## config.mk

```make
export PLATFORM = sky130hd
export DESIGN_NAME = ibns_addr
export DESIGN_NICKNAME = d
export VERILOG_FILES = /design/src/hdl/ibns_pkg.sv /design/src/hdl/ibns_addr.sv
export SDC_FILE = /design/constraint.sdc
export NUM_CORES = 2
export LEC_CHECK = 0
export BUFFER_PORTS_ARGS = -buffer_cell sky130_fd_sc_hd__buf_2
export CORE_MARGIN = 1
export CORE_UTILIZATION = 60
export CTS_CLUSTER_SIZE = 30
export DETAILED_ROUTE_END_ITERATION = 10
export GPL_TIMING_DRIVEN = 0
export PLACE_DENSITY = 0.79
export SLEW_MARGIN = 20
export SYNTH_ARGS = -nofsm -noshare
export SYNTH_HDL_FRONTEND = slang
export SYNTH_SLANG_ARGS = --single-unit
```

## constraint.sdc

```tcl
create_clock -name aclk -period 8.13 [get_ports aclk]
set_input_delay 1.626 -clock aclk [delete_from_list [all_inputs] [get_ports aclk]]
set_output_delay 1.626 -clock aclk [all_outputs]
set_load 0.02 [all_outputs]
```

## src/hdl/ibns_pkg.sv

```systemverilog
// shared types, constants and codes of the image scaler
package ibns_pkg;

    localparam int POS_W    = 12;
    localparam int STEP_W   = 25;
    localparam int DIM_W    = 9;
    localparam int DIMC_W   = 13;
    localparam int FRAC_W   = 16;
    localparam int PROD_W   = POS_W + STEP_W;
    localparam int IDX_W    = PROD_W - FRAC_W + 1;
    localparam int CH_W     = 8;
    localparam int NUM_CH   = 3;
    localparam int PIX_W    = CH_W * NUM_CH;
    localparam int NUM_BANK = 4;
    localparam int CFG_IDX_W = 3;
    localparam int HSUM_W   = FRAC_W + CH_W;
    localparam int VSUM_W   = 2 * FRAC_W + CH_W + 1;
    localparam int S_TDATA_W = 2 * POS_W + PIX_W;

    localparam logic MODE_LOAD  = 1'b0;
    localparam logic MODE_QUERY = 1'b1;

    localparam logic INTERP_NEAREST  = 1'b0;
    localparam logic INTERP_BILINEAR = 1'b1;

    localparam logic COLOR_MONO = 1'b0;
    localparam logic COLOR_RGB  = 1'b1;

    typedef enum logic [CFG_IDX_W-1:0] {
        CFG_SRC_WIDTH   = 3'd0,
        CFG_SRC_HEIGHT  = 3'd1,
        CFG_STEP_X      = 3'd2,
        CFG_STEP_Y      = 3'd3,
        CFG_INTERP_MODE = 3'd4,
        CFG_COLOR_MODE  = 3'd5
    } cfg_idx_t;

    typedef struct packed {
        logic              valid;
        logic              is_load;
        logic              wr_ok;
        logic              x0_odd;
        logic              x1_odd;
        logic              y0_odd;
        logic              y1_odd;
        logic [FRAC_W-1:0] fx;
        logic [FRAC_W-1:0] fy;
    } ibns_ctrl_t;

endpackage

```

## src/hdl/ibns_addr.sv

```systemverilog
// source position multiply, neighbour index clamp and fraction split
module ibns_addr #(
    parameter int MAX_WIDTH  = 256,
    parameter int MAX_HEIGHT = 256,
    parameter int XB = (MAX_WIDTH  > 1) ? $clog2(MAX_WIDTH)  : 1,
    parameter int YB = (MAX_HEIGHT > 1) ? $clog2(MAX_HEIGHT) : 1
) (
    input  logic                            aclk,
    input  logic                            aresetn,
    input  logic                            ce,
    input  logic                            in_valid,
    input  logic                            in_mode,
    input  logic [ibns_pkg::POS_W-1:0]      in_x,
    input  logic [ibns_pkg::POS_W-1:0]      in_y,
    input  logic [ibns_pkg::PIX_W-1:0]      in_pix,
    input  logic [ibns_pkg::DIM_W-1:0]      cfg_src_width,
    input  logic [ibns_pkg::DIM_W-1:0]      cfg_src_height,
    input  logic [ibns_pkg::STEP_W-1:0]     cfg_step_x,
    input  logic [ibns_pkg::STEP_W-1:0]     cfg_step_y,
    input  logic                            cfg_interp,
    output ibns_pkg::ibns_ctrl_t            ctrl,
    output logic [XB-1:0]                   x0,
    output logic [XB-1:0]                   x1,
    output logic [YB-1:0]                   y0,
    output logic [YB-1:0]                   y1,
    output logic [ibns_pkg::PIX_W-1:0]      wr_pix
);

    import ibns_pkg::*;

    localparam logic [PROD_W:0] HALF = (PROD_W+1)'(1) << (FRAC_W - 1);

    function automatic logic [IDX_W-1:0] clamp_idx(input logic [IDX_W-1:0] v,
                                                   input logic [IDX_W-1:0] last);
        return (v > last) ? last : v;
    endfunction

    function automatic logic [IDX_W-1:0] last_idx(input logic [DIM_W-1:0] dim,
                                                  input int maxv);
        logic [DIMC_W-1:0] d;
        logic [DIMC_W-1:0] e;
        d = DIMC_W'(dim);
        if (d == '0) begin
            e = DIMC_W'(1);
        end else if (d > DIMC_W'(maxv)) begin
            e = DIMC_W'(maxv);
        end else begin
            e = d;
        end
        return IDX_W'(e - DIMC_W'(1));
    endfunction

    // stage one: position products
    logic              v1_reg;
    logic              mode1_reg;
    logic [POS_W-1:0]  dx1_reg, dy1_reg;
    logic [PROD_W-1:0] px1_reg, py1_reg;
    logic [PROD_W-1:0] px1_next, py1_next;
    logic [PIX_W-1:0]  pix1_reg;

    assign px1_next = PROD_W'(in_x) * PROD_W'(cfg_step_x);
    assign py1_next = PROD_W'(in_y) * PROD_W'(cfg_step_y);

    always_ff @(posedge aclk) begin
        if (!aresetn) begin
            v1_reg <= 1'b0;
        end else if (ce) begin
            v1_reg <= in_valid;
        end
        if (ce) begin
            mode1_reg <= in_mode;
            dx1_reg   <= in_x;
            dy1_reg   <= in_y;
            px1_reg   <= px1_next;
            py1_reg   <= py1_next;
            pix1_reg  <= in_pix;
        end
    end

    // stage two: neighbour indexes
    logic [PROD_W:0]   rnd_x, rnd_y;
    logic [IDX_W-1:0]  sel_x, sel_y, last_x, last_y;
    logic [IDX_W-1:0]  qx0, qx1, qy0, qy1;
    logic [IDX_W-1:0]  ex0, ex1, ey0, ey1;
    logic              bil;
    logic              is_load;
    ibns_ctrl_t        ctrl_next, ctrl_reg;
    logic [XB-1:0]     x0_reg, x1_reg;
    logic [YB-1:0]     y0_reg, y1_reg;
    logic [PIX_W-1:0]  wr_pix_reg;

    assign bil     = (cfg_interp == INTERP_BILINEAR);
    assign is_load = (mode1_reg == MODE_LOAD);
    assign rnd_x   = {1'b0, px1_reg} + HALF;
    assign rnd_y   = {1'b0, py1_reg} + HALF;
    assign sel_x   = bil ? IDX_W'(px1_reg[PROD_W-1:FRAC_W]) : rnd_x[PROD_W:FRAC_W];
    assign sel_y   = bil ? IDX_W'(py1_reg[PROD_W-1:FRAC_W]) : rnd_y[PROD_W:FRAC_W];
    assign last_x  = last_idx(cfg_src_width, MAX_WIDTH);
    assign last_y  = last_idx(cfg_src_height, MAX_HEIGHT);
    assign qx0     = clamp_idx(sel_x, last_x);
    assign qy0     = clamp_idx(sel_y, last_y);
    assign qx1     = bil ? clamp_idx(sel_x + IDX_W'(1), last_x) : qx0;
    assign qy1     = bil ? clamp_idx(sel_y + IDX_W'(1), last_y) : qy0;
    assign ex0     = is_load ? IDX_W'(dx1_reg) : qx0;
    assign ey0     = is_load ? IDX_W'(dy1_reg) : qy0;
    assign ex1     = is_load ? IDX_W'(dx1_reg) : qx1;
    assign ey1     = is_load ? IDX_W'(dy1_reg) : qy1;

    always_comb begin
        ctrl_next.valid   = v1_reg;
        ctrl_next.is_load = is_load;
        ctrl_next.wr_ok   = (DIMC_W'(dx1_reg) < DIMC_W'(MAX_WIDTH)) &&
                            (DIMC_W'(dy1_reg) < DIMC_W'(MAX_HEIGHT));
        ctrl_next.x0_odd  = ex0[0];
        ctrl_next.x1_odd  = ex1[0];
        ctrl_next.y0_odd  = ey0[0];
        ctrl_next.y1_odd  = ey1[0];
        ctrl_next.fx      = (bil && !is_load) ? px1_reg[FRAC_W-1:0] : '0;
        ctrl_next.fy      = (bil && !is_load) ? py1_reg[FRAC_W-1:0] : '0;
    end

    always_ff @(posedge aclk) begin
        if (!aresetn) begin
            ctrl_reg <= '0;
        end else if (ce) begin
            ctrl_reg <= ctrl_next;
        end
        if (ce) begin
            x0_reg     <= ex0[XB-1:0];
            x1_reg     <= ex1[XB-1:0];
            y0_reg     <= ey0[YB-1:0];
            y1_reg     <= ey1[YB-1:0];
            wr_pix_reg <= pix1_reg;
        end
    end

    assign ctrl   = ctrl_reg;
    assign x0     = x0_reg;
    assign x1     = x1_reg;
    assign y0     = y0_reg;
    assign y1     = y1_reg;
    assign wr_pix = wr_pix_reg;

endmodule

```

Word-level counts from Yosys, hierarchy flattened

Cells that the tools add are included.

Add/sub/neg operators: 6
Multipliers: 2
Magnitude comparators: 8
Multiplexer cells: 18
Bitwise operators: 1
Reductions and logical operators: 4

Operators with widths:

| kind                                                         | number |
|---|---|
| > comparator 22 bit                                          | 4 |
| 2-to-1 mux 8 bit                                             | 10 |
| adder 37 x 16 -> 38 bit (second input constant)              | 2 |
| multiplier 12 x 25 -> 37 bit                                 | 2 |
| adder 22 x 1 -> 22 bit (second input constant)               | 2 |
| 2-to-1 mux 22 bit                                            | 2 |
| 2-to-1 mux 9 bit                                             | 4 |
| 2-to-1 mux 16 bit                                            | 2 |
| less-than comparator 12 x 9 -> 1 bit (second input constant) | 2 |
| subtractor 9 x 1 -> 10 bit (second input constant)           | 2 |
| > comparator 9 bit (second input constant)                   | 2 |
| zero test 9 bit                                              | 2 |
| logical AND 1 bit                                            | 2 |
| NOT 1 bit                                                    | 1 |

Register bits after elaboration: 219
Bits of input ports: 122
Output and inout port bits: 95
Word-level logic and storage cells: 60

Depth between registers and ports, before layout

Depth after elaboration: 8
Mapped depth: 23
Gate-level depth less buffers: 23

Worst setup path after synthesis

No wires, ideal clock.

Kind: in2reg
From: input in_x[3] (netlist name)
To: register px1_reg[36], data pin
Setup time: 0.259 ns
Arrival time: 6.958 ns
Required time: 7.871 ns
Slack: 0.913 ns
Stages: 21
Path buffers: 2
Cell sequence: clkbuf_1 -> clkbuf_1 -> nand2_1 -> fa_1 -> fa_1 -> inv_1 -> fa_1 -> fa_1 -> inv_1 -> fa_1 -> inv_1 -> ha_1 -> and3_1 -> a221o_1 -> nor2_1 -> o21ai_0 -> a221oi_2 -> a31oi_1 -> o21ai_1 -> nor2_1 -> a211o_1

Word-level cells in the longest chain between the ends: 1

Ends and longest elaborated chain:

| what                         | RTL line        | RTL |
|---|---|---|
| start, declared              | ibns_addr.sv:13 | `input logic [ibns_pkg::POS_W-1:0] in_x,` |
| multiplier 12 x 25 -> 37 bit | ibns_addr.sv:61 | `assign px1_next = PROD_W'(in_x) * PROD_W'(cfg_step_x);` |
| via px1_next[36]             | ibns_addr.sv:58 | `logic [PROD_W-1:0] px1_next, py1_next;` |
| end signal, assigned         | ibns_addr.sv:74 | `px1_reg <= px1_next;` |
| end, declared                | ibns_addr.sv:57 | `logic [PROD_W-1:0] px1_reg, py1_reg;` |

The timed path passes the listed nets, and every way through them passes these cells.
A chain may end at the register's enable or synchronous reset.

Final worst setup path

From: input in_x[5] (netlist name)
To: register px1_reg[36], data pin

Same word-level chain as after synthesis.

==> run metrics <==
non-filler cells in the finished layout=4283; clock root cell=clkbuf_16; Post-CTS Hold Fix Bufs=0; nets@finish=4421; cts repair resizes=0; CTS Sinks=around 220; placed instance area=32500 um^2; skew final=approximately 12 ps; Worst Setup EP=px1_reg[36]$_DFFE_PP_; Num CTS Buffers=24; Post-synth EDFFs=approximately 180; Vias=23700; Overall Global Routing Usage=30.2%; Comb power frac=around three quarters; Util after Layout=66.5%; Synth async-reset ratio=0%; syn avg cell area=~9.2 um^2; final hold slack=419 ps; Worst EP required=around 8400 ps; Worst Path Max Fanout=10; DRT Pass-1 Iters=6; final WL=roughly 76 mm; fmax=0.126 GHz; GR Overflow Total=0; CTS tree=yes; # placed instances=4242; Die H=227 um; max reg flops=39; r2r setup slk=about 3000 ps; CP arrival=8210 ps; Hold Path Class=reg -> reg; Crit Path Category=in -> reg; first-pass GRT wire length=~120 mm; Sw Share=between 40% and 50%; Total Power=13.1 mW; antenna violations before repair=1; Clock Power Share=8.5%; worst r2r dst=y1[3]$_DFFE_PP_; leakage=16.2 nW; Vias per Instance=5.54; sequential area share after synthesis=between 20 and 25%; Switching Power=6.49 mW; period utilization=97.4%; status=completed; HP Start=pix1_reg[20]$_DFFE_PP_; die area=51500 um^2; core area=approximately 50000 um^2; Cell Pwr Density=between 300 and 400 nW/um^2; post-route ant nets=0; top-level I/O count=217; Area Growth Syn to Fin=9.68%; fin crit period=7920 ps; Reg-to-Reg Start=py1_reg[16]$_DFFE_PP_; DRC errors left=0; Post-CTS Setup Repair Bufs=0; maximum VDD drop=0.444 mV; Yosys Warn Count=0; Critical Path Start=in_x[5]; number of global-route vias before repair=between 20000 and 25000; unrepaired setup endpoints after global routing=yes; worst-margin pin slew=974 ps; type of origin of the critical path=primary input; routability cong.=0.961; port buffer count=between 200 and 250; Main synth FF type=edfxtp_1; kind of end point of the critical path=flop; Starting DRT DRC Count=about 2000; Cell variety after synth=87; Hold Vio Cnt, Final=0; layout cells sized above 1=8.09%; Fillers=4056; Post-Syn Area=approximately 30000 um^2; clk slew on worst S/H paths=60 ps; Seq pwr share=around 17%; detailed placement HPWL=around 62 mm; H-tree Lvls=1; largest net degree at the start of global routing=around 100; Clk Latency, worst-skew pair=540 ps; FF-to-FF path depth=17; Pins Over Slew Limit=0; final setup violation count=0; maxcap violations=0; Final Cell Area=33300 um^2; Hold Crit Depth=0; DR WL/cell=17.7 um; Worst slew margin=between 30% and 40%; Die Width=227 um; Starting Density=between 60% and 70%; # diodes=0; CTS Buffer Depth=3; register bit count reported by yosys=between 200 and 250; row cnt=82; Internal=6.57 mW; Post-Synthesis Cells=~3300
==> area by class of cell <==
cell class	instances	area, um^2	share of cell area [%]
clock inverter	15	153	0.459
multi-input combinational	2385	21500	64.7
inverter	606	2270	6.84
clock buffer	27	643	1.93
tap	672	841	2.53
timing repair buffer	216	1110	3.35
sequential	219	6180	18.6
buffer	143	543	1.63
==> cell families (layout without fill, tap and decap cells) <==
family / Yosys count / count (layout) / share of synthesized area (%)
compound gates: 355 / 355 / 7.62
xor+xnor: 139 / 139 / 4.01
fa+ha+maj: 704 / 704 / 40.4
buf+inv: 750 / 1007 / 9.30
flops: 219 / 219 / 20.4
mux: 29 / 29 / 0.986
other cells: 1 / 52 / 0.0124
simple gates: 1106 / 1106 / 17.3
==> worst max-delay path, stage by stage <==
cell and delay (ps):
buf_2 140, clkbuf_1 420, clkbuf_1 580, nand2_1 150
fa_1 510, fa_1 530, inv_1 60, fa_1 490
fa_1 490, inv_1 50, fa_1 480, inv_1 40
ha_1 340, and3_1 220, a221o_1 360, nor2_1 130
o21ai_0 110, a221oi_2 490, a31oi_1 230, o21ai_1 410
nor2_1 90, a211o_1 240
==> synthesized netlist by cell type (4+ instances only) <==
| library cell | n | area share, % |
|---|---|---|
| inv_1 | 606 | 7.5 |
| and2_1 | 177 | 3.6 |
| a211oi_1 | 15 | 0.37 |
| a211o_1 | 4 | 0.12 |
| buf_2 | 5 | 0.082 |
| o221ai_1 | 12 | 0.35 |
| o41ai_1 | 4 | 0.12 |
| ha_1 | 244 | 10 |
| nand2b_1 | 21 | 0.43 |
| nand4_1 | 25 | 0.52 |
| nor2b_1 | 44 | 0.91 |
| a221o_1 | 5 | 0.16 |
| nor4_1 | 14 | 0.29 |
| a21o_1 | 45 | 1.1 |
| xnor2_1 | 98 | 2.8 |
| nand2_1 | 549 | 6.8 |
| edfxtp_1 | 179 | 18 |
| fa_1 | 460 | 30 |
| xor2_1 | 41 | 1.2 |
| o21ai_0 | 54 | 0.89 |
| nor3_1 | 26 | 0.43 |
| a31oi_1 | 11 | 0.23 |
| or3_1 | 5 | 0.10 |
| nand3_1 | 50 | 0.82 |
| dfxtp_1 | 40 | 2.6 |
| a21oi_1 | 124 | 2.0 |
| clkbuf_1 | 139 | 1.7 |
| nor2_1 | 141 | 1.7 |
| a21boi_0 | 5 | 0.12 |
| and3_1 | 16 | 0.33 |
| mux2i_1 | 22 | 0.73 |
| o31ai_1 | 7 | 0.17 |
| o211ai_1 | 15 | 0.37 |
| and4_1 | 4 | 0.12 |
| nor3b_1 | 4 | 0.099 |
| o21bai_1 | 5 | 0.12 |
| o21a_1 | 13 | 0.32 |
| mux2_2 | 7 | 0.26 |
==> layer usage <==
metal / GRT usage (%) / part of all wire, % / routed length, um
met4: 9.46 / 3.1 / 2330
met5: 0 / 0 / 0
met3: 4.46 / 8.7 / 6610
met2: 48.0 / 45 / 34400
met1: 42.8 / 43 / 32700
==> worst min-delay path by stage <==
stage / endpoint / slack, ps
detailed placement: wr_pix[11]$_DFFE_PP_ / 400
finish: wr_pix[20]$_DFFE_PP_ / 420
CTS: wr_pix[11]$_DFFE_PP_ / 420
floorplan: wr_pix[0]$_DFFE_PP_ / 400
global placement: wr_pix[10]$_DFFE_PP_ / 400
global route: wr_pix[12]$_DFFE_PP_ / 430
==> power groups by stage <==
stage	Sequential [mW]	Clock, mW	Combinational, mW
final	2.15	1.11	9.81
after global routing	2.18	1.16	10.9
after CTS	2.15	1.13	9.63
after detailed placement	2.17	0	9.55
after global placement	2.16	0	9.35
after floorplan	2.17	0	7.20
==> per-stage QoR <==
step           setup TNS [ps]  setup WS [ps]
3_5_place_dp             -932           -220
2_1_floorplan               0            913
6_report                    0            213
5_1_grt                 -1.01          -1.01
4_1_cts                     0            332
3_3_place_gp             -633           -194
==> placed cells by master, fill, tap and decap left out, types with 16 or more instances in the layout <==
cell,Yosys,layout
nand3_1,50,50
edfxtp_1,179,179
clkbuf_1,139,138
nand4_1,25,25
xor2_1,41,41
conb_1,1,52
nand2_1,549,549
buf_2,5,219
a21oi_1,124,124
nor2b_1,44,44
nor2_1,141,141
ha_1,244,244
nand2b_1,21,21
o21ai_0,54,54
fa_1,460,460
nor3_1,26,26
and3_1,16,16
xnor2_1,98,98
dfxtp_1,40,40
a21o_1,45,45
inv_1,606,606
mux2i_1,22,22
clkbuf_16,0,25
and2_1,177,177
Power figures use the tool's default switching activity.
